===== src/hdl/tns_pkg.sv =====
`timescale 1ns / 1ps
`default_nettype none
// ----------------------------------------------------------------------------
// tns_pkg: shared types and constants of the tune note sequencer
// Table sizes, field widths, item modes and the structs passed between the
// sequencer modules.
// ----------------------------------------------------------------------------
package tns_pkg;

    // Table sizes and derived address widths.
    localparam int NOTE_SLOTS = 64;
    localparam int TONE_SLOTS = 64;
    localparam int NOTE_AW    = $clog2(NOTE_SLOTS);
    localparam int TONE_AW    = $clog2(TONE_SLOTS);
    localparam int POS_W      = $clog2(NOTE_SLOTS + 1);

    // Field widths.
    localparam int CODE_W    = 6;
    localparam int DUR_W     = 8;
    localparam int NOTE_W    = CODE_W + DUR_W;
    localparam int PERIOD_W  = 16;
    localparam int COMPARE_W = 15;
    localparam int LEN_W     = 7;
    localparam int CFG_W     = 7;

    // Item modes.
    typedef enum logic [1:0] {
        MODE_TICK    = 2'd0,
        MODE_START   = 2'd1,
        MODE_NOTE_WR = 2'd2,
        MODE_TONE_WR = 2'd3
    } t_mode;

    // Configuration register indexes.
    typedef enum logic [0:0] {
        CFG_TUNE_LENGTH = 1'b0,
        CFG_REST_CODE   = 1'b1
    } t_cfg_idx;

    // Table write controls from the sequencer to the table memories.
    typedef struct packed {
        logic               note_we;
        logic [NOTE_AW-1:0] note_addr;
        logic [NOTE_W-1:0]  note_data;
        logic               tone_we;
        logic [TONE_AW-1:0] tone_addr;
        logic [PERIOD_W-1:0] tone_data;
    } t_tbl_wr;

    // One result beat.
    typedef struct packed {
        logic [PERIOD_W-1:0]  period;
        logic [COMPARE_W-1:0] compare;
        logic                 playing;
    } t_result;

endpackage
`default_nettype wire


===== src/hdl/tns_tables.sv =====
`timescale 1ns / 1ps
`default_nettype none
// ----------------------------------------------------------------------------
// tns_tables: note and tone table memories
// The note table is read every cycle at the given position; the tone table
// is read every cycle at the code held in the registered note word, so the
// tone of the current note settles through r_note_q and then r_tone_q.
// ----------------------------------------------------------------------------
module tns_tables
    import tns_pkg::*;
(
    input  wire logic                i_clk,
    input  wire t_tbl_wr             i_wr,
    input  wire logic [NOTE_AW-1:0]  i_note_raddr,
    output logic      [NOTE_W-1:0]   o_note_q,
    output logic      [PERIOD_W-1:0] o_tone_q
);

    logic [NOTE_W-1:0]   r_note_mem [NOTE_SLOTS];
    logic [PERIOD_W-1:0] r_tone_mem [TONE_SLOTS];
    logic [NOTE_W-1:0]   r_note_q;
    logic [PERIOD_W-1:0] r_tone_q;
    logic [CODE_W-1:0]   note_code;

    assign note_code = r_note_q[NOTE_W-1 -: CODE_W];

    // Note table: one write port, one registered read port.
    always_ff @(posedge i_clk) begin
        if (i_wr.note_we) begin
            r_note_mem[i_wr.note_addr] <= i_wr.note_data;
        end
        r_note_q <= r_note_mem[i_note_raddr];
    end

    // Tone table: read at the code of the registered note word.
    always_ff @(posedge i_clk) begin
        if (i_wr.tone_we) begin
            r_tone_mem[i_wr.tone_addr] <= i_wr.tone_data;
        end
        r_tone_q <= r_tone_mem[note_code[TONE_AW-1:0]];
    end

    assign o_note_q = r_note_q;
    assign o_tone_q = r_tone_q;

endmodule
`default_nettype wire


===== src/hdl/tns_out_queue.sv =====
`timescale 1ns / 1ps
`default_nettype none
// ----------------------------------------------------------------------------
// tns_out_queue: two-beat result queue
// Holds finished results so that a new item can be taken while the
// downstream side stalls.
// ----------------------------------------------------------------------------
module tns_out_queue
    import tns_pkg::*;
(
    input  wire logic    i_clk,
    input  wire logic    i_rst_n,
    input  wire logic    i_push,
    input  wire t_result i_data,
    input  wire logic    i_stall,
    output logic         o_valid,
    output t_result      o_data,
    output logic         o_full
);

    t_result     r_slot [2];
    logic        r_wr_ptr;
    logic        r_rd_ptr;
    logic [1:0]  r_count;
    logic        pop;

    assign o_valid = (r_count != 2'd0);
    assign o_full  = (r_count == 2'd2);
    assign o_data  = r_slot[r_rd_ptr];
    assign pop     = o_valid && !i_stall;

    // Pointers and fill count.
    always_ff @(posedge i_clk) begin
        if (!i_rst_n) begin
            r_wr_ptr <= 1'b0;
            r_rd_ptr <= 1'b0;
            r_count  <= 2'd0;
        end else begin
            if (i_push) begin
                r_wr_ptr <= !r_wr_ptr;
            end
            if (pop) begin
                r_rd_ptr <= !r_rd_ptr;
            end
            case ({i_push, pop})
                2'b10:   r_count <= r_count + 2'd1;
                2'b01:   r_count <= r_count - 2'd1;
                default: r_count <= r_count;
            endcase
        end
    end

    // Result storage; no reset needed.
    always_ff @(posedge i_clk) begin
        if (i_push) begin
            r_slot[r_wr_ptr] <= i_data;
        end
    end

endmodule
`default_nettype wire


===== src/hdl/tune_note_sequencer.sv =====
`timescale 1ns / 1ps
`default_nettype none
// ----------------------------------------------------------------------------
// tune_note_sequencer: tune player driven by timer ticks
// Plays notes from a note table, looking up each tone period in a tone
// table, and reports the tone period, duty compare and play flag per item.
// ----------------------------------------------------------------------------
//
//  Channel   Direction  Handshake                 Payload
//  input     in         i_in_valid / o_in_stall   mode, slot, tone_code,
//                                                 length_ticks, period_value
//  output    out        o_out_valid / i_out_stall tone_period, tone_compare,
//                                                 playing
//  config    in         i_cfg_we                  i_cfg_index, i_cfg_data
//
// One result beat leaves per accepted item.
// A tick that loads a note waits for the note and tone table reads to settle:
// after each note load or table write it stalls until the settle count
// r_fresh reaches FRESH_DONE, so such ticks cannot be taken back to back.
// A two-beat output queue lets input be taken while the output stalls.
// Reset is synchronous and active low; the tables are not cleared.
// ----------------------------------------------------------------------------
module tune_note_sequencer
    import tns_pkg::*;
(
    input  wire logic                 i_clk,
    input  wire logic                 i_rst_n,
    // Input channel.
    input  wire logic                 i_in_valid,
    output logic                      o_in_stall,
    input  wire logic [1:0]           i_mode,
    input  wire logic [5:0]           i_slot,
    input  wire logic [CODE_W-1:0]    i_tone_code,
    input  wire logic [DUR_W-1:0]     i_length_ticks,
    input  wire logic [PERIOD_W-1:0]  i_period_value,
    // Output channel.
    output logic                      o_out_valid,
    input  wire logic                 i_out_stall,
    output logic [PERIOD_W-1:0]       o_tone_period,
    output logic [COMPARE_W-1:0]      o_tone_compare,
    output logic                      o_playing,
    // Configuration port.
    input  wire logic                 i_cfg_we,
    input  wire logic [0:0]           i_cfg_index,
    input  wire logic [CFG_W-1:0]     i_cfg_data
);

    localparam logic [1:0] FRESH_DONE = 2'd2;

    // Sequencer state.
    logic [POS_W-1:0]     r_pos,     n_pos;
    logic [DUR_W-1:0]     r_ticks,   n_ticks;
    logic                 r_enabled, n_enabled;
    logic [PERIOD_W-1:0]  r_period,  n_period;
    logic [COMPARE_W-1:0] r_compare, n_compare;
    logic [1:0]           r_fresh,   n_fresh;
    logic [LEN_W-1:0]     r_tune_length;
    logic [CODE_W-1:0]    r_rest_code;

    t_mode                mode;
    t_tbl_wr              tbl_wr;
    t_result              push_data;
    t_result              out_data;
    logic                 q_full;
    logic                 accept;
    logic                 load_tick;
    logic [NOTE_W-1:0]    note_q;
    logic [PERIOD_W-1:0]  tone_q;
    logic [CODE_W-1:0]    note_code;
    logic [DUR_W-1:0]     note_dur;
    logic [PERIOD_W-1:0]  tone_p;
    logic [POS_W-1:0]     len_sat;

    assign mode = t_mode'(i_mode);

    // A tick whose note count has run out needs settled table data.
    assign load_tick  = (mode == MODE_TICK) && r_enabled && (r_ticks == '0);
    assign o_in_stall = q_full || (load_tick && (r_fresh != FRESH_DONE));
    assign accept     = i_in_valid && !o_in_stall;

    // Table writes.
    always_comb begin
        tbl_wr.note_we   = accept && (mode == MODE_NOTE_WR)
                           && ({1'b0, i_slot} < 7'(NOTE_SLOTS));
        tbl_wr.note_addr = i_slot[NOTE_AW-1:0];
        tbl_wr.note_data = {i_tone_code, i_length_ticks};
        tbl_wr.tone_we   = accept && (mode == MODE_TONE_WR)
                           && ({1'b0, i_slot} < 7'(TONE_SLOTS));
        tbl_wr.tone_addr = i_slot[TONE_AW-1:0];
        tbl_wr.tone_data = i_period_value;
    end

    tns_tables u_tables (
        .i_clk        (i_clk),
        .i_wr         (tbl_wr),
        .i_note_raddr (r_pos[NOTE_AW-1:0]),
        .o_note_q     (note_q),
        .o_tone_q     (tone_q)
    );

    // Decode the current note and its tone.
    assign note_code = note_q[NOTE_W-1 -: CODE_W];
    assign note_dur  = note_q[DUR_W-1:0];
    assign tone_p    = ({1'b0, note_code} >= 7'(TONE_SLOTS)) ? '0 : tone_q;
    assign len_sat   = (r_tune_length > 7'(NOTE_SLOTS)) ? POS_W'(NOTE_SLOTS)
                                                        : POS_W'(r_tune_length);

    // Next state for the accepted item.
    always_comb begin
        n_pos     = r_pos;
        n_ticks   = r_ticks;
        n_enabled = r_enabled;
        n_period  = r_period;
        n_compare = r_compare;
        if (accept) begin
            case (mode)
                MODE_TICK: begin
                    if (r_enabled) begin
                        if (r_ticks != '0) begin
                            n_ticks = r_ticks - DUR_W'(1);
                        end else if (r_pos >= len_sat) begin
                            // End of the tune: stop and mute, keep the period.
                            n_enabled = 1'b0;
                            n_pos     = '0;
                            n_ticks   = '0;
                            n_compare = '0;
                        end else begin
                            // The first note always sets the period, even a rest.
                            if ((note_code != r_rest_code) || (r_pos == '0)) begin
                                n_period = tone_p;
                            end
                            n_compare = (note_code == r_rest_code) ? '0
                                                                   : tone_p[PERIOD_W-1:1];
                            n_ticks   = note_dur;
                            n_pos     = r_pos + POS_W'(1);
                        end
                    end
                end
                MODE_START: begin
                    n_enabled = 1'b1;
                end
                default: begin
                end
            endcase
        end
    end

    // Settle count of the table read chain.
    always_comb begin
        if (accept && ((mode == MODE_NOTE_WR) || (mode == MODE_TONE_WR) || load_tick)) begin
            n_fresh = '0;
        end else if (r_fresh != FRESH_DONE) begin
            n_fresh = r_fresh + 2'd1;
        end else begin
            n_fresh = r_fresh;
        end
    end

    // State registers.
    always_ff @(posedge i_clk) begin
        if (!i_rst_n) begin
            r_pos     <= '0;
            r_ticks   <= '0;
            r_enabled <= 1'b0;
            r_period  <= '0;
            r_compare <= '0;
            r_fresh   <= '0;
        end else begin
            r_pos     <= n_pos;
            r_ticks   <= n_ticks;
            r_enabled <= n_enabled;
            r_period  <= n_period;
            r_compare <= n_compare;
            r_fresh   <= n_fresh;
        end
    end

    // Configuration registers.
    always_ff @(posedge i_clk) begin
        if (!i_rst_n) begin
            r_tune_length <= '0;
            r_rest_code   <= 6'd63;
        end else if (i_cfg_we) begin
            case (t_cfg_idx'(i_cfg_index))
                CFG_TUNE_LENGTH: r_tune_length <= i_cfg_data[LEN_W-1:0];
                CFG_REST_CODE:   r_rest_code   <= i_cfg_data[CODE_W-1:0];
                default: begin
                end
            endcase
        end
    end

    // Each item leaves one result beat with the updated state.
    assign push_data = '{period: n_period, compare: n_compare, playing: n_enabled};

    tns_out_queue u_out_queue (
        .i_clk   (i_clk),
        .i_rst_n (i_rst_n),
        .i_push  (accept),
        .i_data  (push_data),
        .i_stall (i_out_stall),
        .o_valid (o_out_valid),
        .o_data  (out_data),
        .o_full  (q_full)
    );

    assign o_tone_period  = out_data.period;
    assign o_tone_compare = out_data.compare;
    assign o_playing      = out_data.playing;

endmodule
`default_nettype wire


===== config.mk =====
export PLATFORM = sky130hd
export DESIGN_NAME = tune_note_sequencer
export DESIGN_NICKNAME = d
export VERILOG_FILES = /design/src/hdl/tns_pkg.sv /design/src/hdl/tns_tables.sv /design/src/hdl/tns_out_queue.sv /design/src/hdl/tune_note_sequencer.sv
export SDC_FILE = /design/constraint.sdc
export NUM_CORES = 2
export LEC_CHECK = 0
export ABC_AREA = 1
export CORE_ASPECT_RATIO = 1.4
export CORE_UTILIZATION = 35
export CTS_BUF_LIST = sky130_fd_sc_hd__clkbuf_16
export DETAILED_ROUTE_END_ITERATION = 16
export DONT_BUFFER_PORTS = 1
export SYNTH_ARGS = -nofsm -noshare
export SYNTH_HDL_FRONTEND = slang
export SYNTH_SLANG_ARGS = --single-unit

===== constraint.sdc =====
create_clock -name i_clk -period 3.1 [get_ports i_clk]
set_input_delay 0.31 -clock i_clk [delete_from_list [all_inputs] [get_ports i_clk]]
set_output_delay 0.31 -clock i_clk [all_outputs]
set_load 0.01 [all_outputs]

* After elaboration in Yosys (flattened, before gate mapping) *
Memories as Yosys holds them, arrays and structs flattened. A register that Yosys moved wholly into a read port is not among the register bits.
Cells that the tools add are included.

storage, ports and cells
  input bits = 51
  logic and storage cells = 90
  memories = 3
  flip-flop bits (word level) = 66
  output and inout bits = 34
  RAM bits = 1984

memory list
  name                 depth  width  read ports  clocked after Yosys merged registers in  write ports  line                 RTL
  u_tables.r_tone_mem  64     16     1           1                                        1            tns_tables.sv:20     logic [PERIOD_W-1:0] r_tone_mem [TONE_SLOTS];
  u_tables.r_note_mem  64     14     1           1                                        1            tns_tables.sv:19     logic [NOTE_W-1:0] r_note_mem [NOTE_SLOTS];
  u_out_queue.r_slot   2      32     1           1                                        1            tns_out_queue.sv:21  t_result r_slot [2];

operators by class
  order comparisons = 2
  equal/unequal tests = 9
  multiplexer cells = 30
  bitwise gates (word level) = 3
  reductions and logical operators = 27
  add/sub/neg operators = 5

operators with widths
  operator                                              count
  2-to-1 mux 16 bit                                     6
  2-to-1 mux 15 bit                                     6
  2-to-1 mux 8 bit                                      2
  2-to-1 mux 7 bit                                      2
  2-to-1 mux 1 bit                                      12
  equality test 2 bit (second input constant)           4
  logical AND 1 bit                                     8
  zero test 8 bit                                       1
  nonzero test 8 bit                                    1
  subtractor 8 x 1 -> 8 bit (second input constant)     1
  adder 7 x 1 -> 7 bit (second input constant)          1
  >= comparator 7 bit                                   1
  > comparator 7 bit (second input constant)            1
  zero test 7 bit                                       1
  equality test 6 bit                                   1
  inequality test 6 bit                                 1
  adder 2 x 1 -> 2 bit (second input constant)          2
  equality test 2 x 1 -> 1 bit (second input constant)  2
  zero test 1 bit                                       4
  logical OR 1 bit                                      4
  case mux 2 bit (2 select lines)                       1
  AND reduction 2 bit                                   2
  AND reduction 4 bit                                   1
  nonzero test 2 bit                                    2
  other kinds (7)                                       9

* Depth between registers and ports, before layout *
  depth in word-level cells = 10
  mapped depth = 15
  depth with buffers taken out = 12

* Hierarchy *
From an unflattened synthesis, not the netlist that was laid out.

second synthesis, totals
  cell total of the unflattened synthesis = 7254
  area total of the unflattened synthesis = 85077.8 um^2

by module, submodules not included
  module               area an instance (um^2)  seq. area each (um^2)  instances  cells an instance
  tns_tables           79124.6                  58255.9                1          6618
  tune_note_sequencer  3248.1                   1241.2                 1          500
  tns_out_queue        2705.1                   2021.9                 1          136

* Worst setup path after synthesis *
OpenSTA, ideal clock, no wires.

  kind = flip-flop to flip-flop
  start point = reg r_ticks[0]
  end point = mem u_out_queue.r_slot[0][0] (netlist name), enable pin
  stages on the path, launching flop included = 8
  setup time = 0.421 ns
  data required time = 2.679 ns
  arrival = 2.407 ns
  period minus slack after synthesis = 2.828 ns
  path buffers = 0
  path slack = 0.272 ns
  cell sequence = dfxtp_1 > inv_1 > ha_1 > nand2_1 > nor2_4 > nand3_2 > nand3_4 > nor2_1

between the ends
  word-level cells in the longest chain between the ends = 8

ends and longest elaborated chain
  element                                 line                        RTL
  start, declared                         tune_note_sequencer.sv:52   logic [DUR_W-1:0] r_ticks, n_ticks;
  start signal, assigned                  tune_note_sequencer.sv:170  r_ticks <= n_ticks;
  zero test 8 bit                         tune_note_sequencer.sv:77   assign load_tick = (mode == MODE_TICK) && r_enabled && (r_ticks == '0);
  logical AND 1 bit                       tune_note_sequencer.sv:77
  logical AND 1 bit                       tune_note_sequencer.sv:78   assign o_in_stall = q_full || (load_tick && (r_fresh != FRESH_DONE));
  logical OR 1 bit                        tune_note_sequencer.sv:78
  zero test 1 bit                         tune_note_sequencer.sv:79   assign accept = i_in_valid && !o_in_stall;
  logical AND 1 bit                       tune_note_sequencer.sv:79
  2-to-1 mux 1 bit                        tns_out_queue.sv:55         if (i_push) begin
  2-to-1 mux 1 bit (not written as such)  tns_out_queue.sv:56         r_slot[r_wr_ptr] <= i_data;
  end, declared                           tns_out_queue.sv:21

Every way passes these cells.

* Final worst setup path *
  start point = reg r_ticks[0]
  end point = mem u_tables.r_tone_mem[48][15], enable pin

between the ends
  word-level cells in the longest chain between the ends = 9

ends and longest elaborated chain
  element                                 line                       RTL
  zero test 8 bit                         tune_note_sequencer.sv:77
  logical AND 1 bit                       tune_note_sequencer.sv:77
  logical AND 1 bit                       tune_note_sequencer.sv:78
  logical OR 1 bit                        tune_note_sequencer.sv:78
  zero test 1 bit                         tune_note_sequencer.sv:79
  logical AND 1 bit                       tune_note_sequencer.sv:79
  logical AND 1 bit                       tune_note_sequencer.sv:87  tbl_wr.tone_we = accept && (mode == MODE_TONE_WR)
  2-to-1 mux 1 bit                        tns_tables.sv:37           if (i_wr.tone_we) begin
  2-to-1 mux 1 bit (not written as such)  tns_tables.sv:38           r_tone_mem[i_wr.tone_addr] <= i_wr.tone_data;
  end, declared                           tns_tables.sv:20

Every way passes these cells.

==> metrics.md <==
| Metric | Value |
|---|---|
| Status | complete, no violations |
| Post-Synthesis Net Count | 7110 |
| Final HPWL DP | between 150000 and 200000 um |
| PortBufs | 0 |
| Vias per inst | 5.25 |
| Final WL | 246000 um |
| WHS | 0.116 ns |
| CP endpoint kind | flop |
| Htree depth | 4 |
| RSZ-0062 raised after global routing | no |
| Initial antenna violation count | 10 |
| Cell Chain, Critical Path | inv_1, ha_1, nand2_1, nor2_4, nand3_2, nand4_1, inv_1, nand2_2, buf_12, nor2_1 |
| Hold depth | 3 |
| Longest Clk Path Bufs | 4 |
| Die Ht | about 580 um |
| VDD IR max | 0.411 mV |
| Grt total ovfl | 0 |
| Drt wl/cell | around 24 um |
| Slowest cell on crit path | nor2_1 |
| Pwr dens | slightly below 600 nW/um^2 |
| Most common cell after layout, fill and taps aside | edfxtp_1 |
| Type of the most critical hold path | input pin to flop |
| Most used cell, CP | inv_1 |
| Netlist Area Pre-Place | 83400 um^2 |
| Drt drc | 0 |
| Die span in x | 415 um |
| Worst-Margin Slew | ~1.3 ns |
| Syn. warnings | 0 |
| Clk Latency, worst-skew pair | 0.87 ns |
| Distinct cells, synth | 34 |
| Pin count of the biggest net entering global routing | 140 |
| Synth-to-Final Area Change | 14.8% |
| Fmax | roughly 350 MHz |
| Worst EP required | 3.56 ns |
| Finished Cell Area | 95800 um^2 |
| Cts bufs inserted | 204 |
| CP arrival | 3.30 ns |
| Vias | between 50000 and 60000 |
| Relative slew slack | 0.130 |
| Row count | 211 |
| Kind of critical path | flop to flop |
| LEAKAGE | roughly 34 nW |
| Fin crit period | 2.84 ns |
| Most frequent cells in the layout | edfxtp_1, nand2_1, nand3_1, nor2_1, o21ai_0 |
| Crit path largest cell delay | 1.00 ns |
| Yosys reg bits | 2081 |
| Final antenna-violating net count | 0 |
| # clock sinks | approximately 2100 |
| Period utilization | 0.916 |
| Setup TNS | 0 ns |
| Final RePlAce weighted congestion | 0.895 |
| TritonCTS clock tree | built |
| DR iter-0 viols | 6577 |
| Fin. Hold Viols | 0 |
| Reg2Reg Setup Slack | ~0.26 ns |
| Mapped Avg Cell Area | 11.8 um^2 |
| Vias in the first global route | 52994 |
| Post-synthesis sequential area ratio | 0.738 |
| Core area | ~240000 um^2 |
| Setup Viol. Count Final | 0 |
| Die ar. | approximately 240000 um^2 |
| Layout cells sized above 1 | 0.0903 |
| Max-slew violations | 0 |
| Worst clock skew | 0.0708 ns |
| Synth Instances | 7047 |
| Clk slew on worst S/H paths | ~0.060 ns |
| Max-cap violation count | 0 |
| Global-route wire length before repair | ~360000 um |
| CP Launch Type | flop |
| Starting Density | 0.353 |
| Clk root buf | clkbuf_16 |
| DR pass1 iterations | 9 |
| Area after DPL | between 80000 and 90000 um^2 |
| Fin nets | 7236 |
| Max Fanout on Critical Path | 25 |
| Total GRT Usage | 0.199 |
| Reg2Reg Depth | 10 |
| Top Ports | 85 |
-- flip-flops by register name, summed over array words and instances (netlist names), named ones only --
register,cells
u_out_queue.r_rd_ptr,1
u_tables.o_note_q,14
u_tables.r_note_mem,896
u_out_queue.r_slot,64
r_rest_code,6
u_tables.r_tone_mem,1024
r_enabled,1
r_compare,15
r_ticks,8
u_out_queue.r_count,2
r_period,16
r_pos,7
r_tune_length,7
u_tables.o_tone_q,16
r_fresh,2
u_out_queue.r_wr_ptr,1
-- cells by family after synthesis --
logic type / synth area share
multiplexers: 0.00432
flip-flops: 0.738
adder cells (fa/ha/maj): 0.00180
AO/OA/AOI/OAI: 0.0498
buffers and inverters: 0.0279
AND/OR/NAND/NOR: 0.178
XOR/XNOR: 0.000945
-- layout make-up --
cell class                      count  area [um^2]
Antenna cell                        5         12.5
Clock buffer                      205         5130
Clock inverter                    158         1240
Fill cell                       22010       141000
Inverter                          104          420
Multi-Input combinational cell   4433        19700
Sequential cell                  2081        61500
Tap cell                         3088         3860
Timing Repair Buffer              349         3900
-- worst max-delay path, delay by kind of cell (launching register included) --
kind	cells	cell delay [ns]
DFF	1	0.35
buffers and inverters	3	0.41
adders and majority gates	1	0.25
and+or+nand+nor	6	1.43
-- final timing paths --
path                              from                           to
setup reg to reg            r_ticks[0]  u_tables.r_tone_mem[48][15]
setup / recovery            r_ticks[0]  u_tables.r_tone_mem[48][15]
hold / removal           i_cfg_data[0]               r_rest_code[0]
hold reg to reg   u_out_queue.r_rd_ptr         u_out_queue.r_rd_ptr
-- repair_timing --
item / 4_1_cts / 5_1_grt
setup buffers: 0 / 0
hold endpoints to repair: 1996 / 0
setup endpoints to repair: 0 / 16
gates resized for setup: 0 / 1
hold buffers: 81 / 0
-- through the flow --
stage	worst slack, ns	util	total power [mW]	std cells
4_1_cts	0.114	0.405	57.1	10418
6_report	0.261	0.405	56.8	10423
3_3_place_gp	0.348	0.372	32.6	9974
2_1_floorplan	0.272	-	32.2	7047
5_1_grt	0.00190	0.405	58.2	10421
3_5_place_dp	0.267	0.372	32.6	9974
-- metal layers --
layer  global-route usage  vias up  wire length, um  share of wire
met3               0.0341      512            17600          0.072
met5                    0        -               48        0.00020
met2                0.336     2184           120000           0.49
met4                0.104        6            14000          0.057
met1                0.244    26960            94300           0.38
li1                     -    25079                -              -
-- cell usage after synthesis (all sizes together) --
cell	count	area (um^2)
edfxtp	1984	59600
nand2	1828	6870
nand3	880	4450
nor2	835	3180
o21ai	539	2700
buf	219	1150
clkbuf	210	788
o22ai	113	707
inv	100	375
a21oi	99	495
dfxtp	97	1940
o211ai	33	248
mux2	32	360
nand4	30	194
nor3	18	90.1
ha	12	150
xor2	5	43.8
clkinv	4	15.0
xnor2	4	35.0
nand3b	2	15.0
or2	2	12.5
o21a	1	7.51
-- power breakdown --
group	switching, mW	internal [mW]	leakage [nW]
registers	0.0570	30.9	18.7
logic	1.29	0.446	11.7
clock network	10.6	13.6	3.30
total	11.9	44.9	33.7
(Power assumes the default switching activity.)
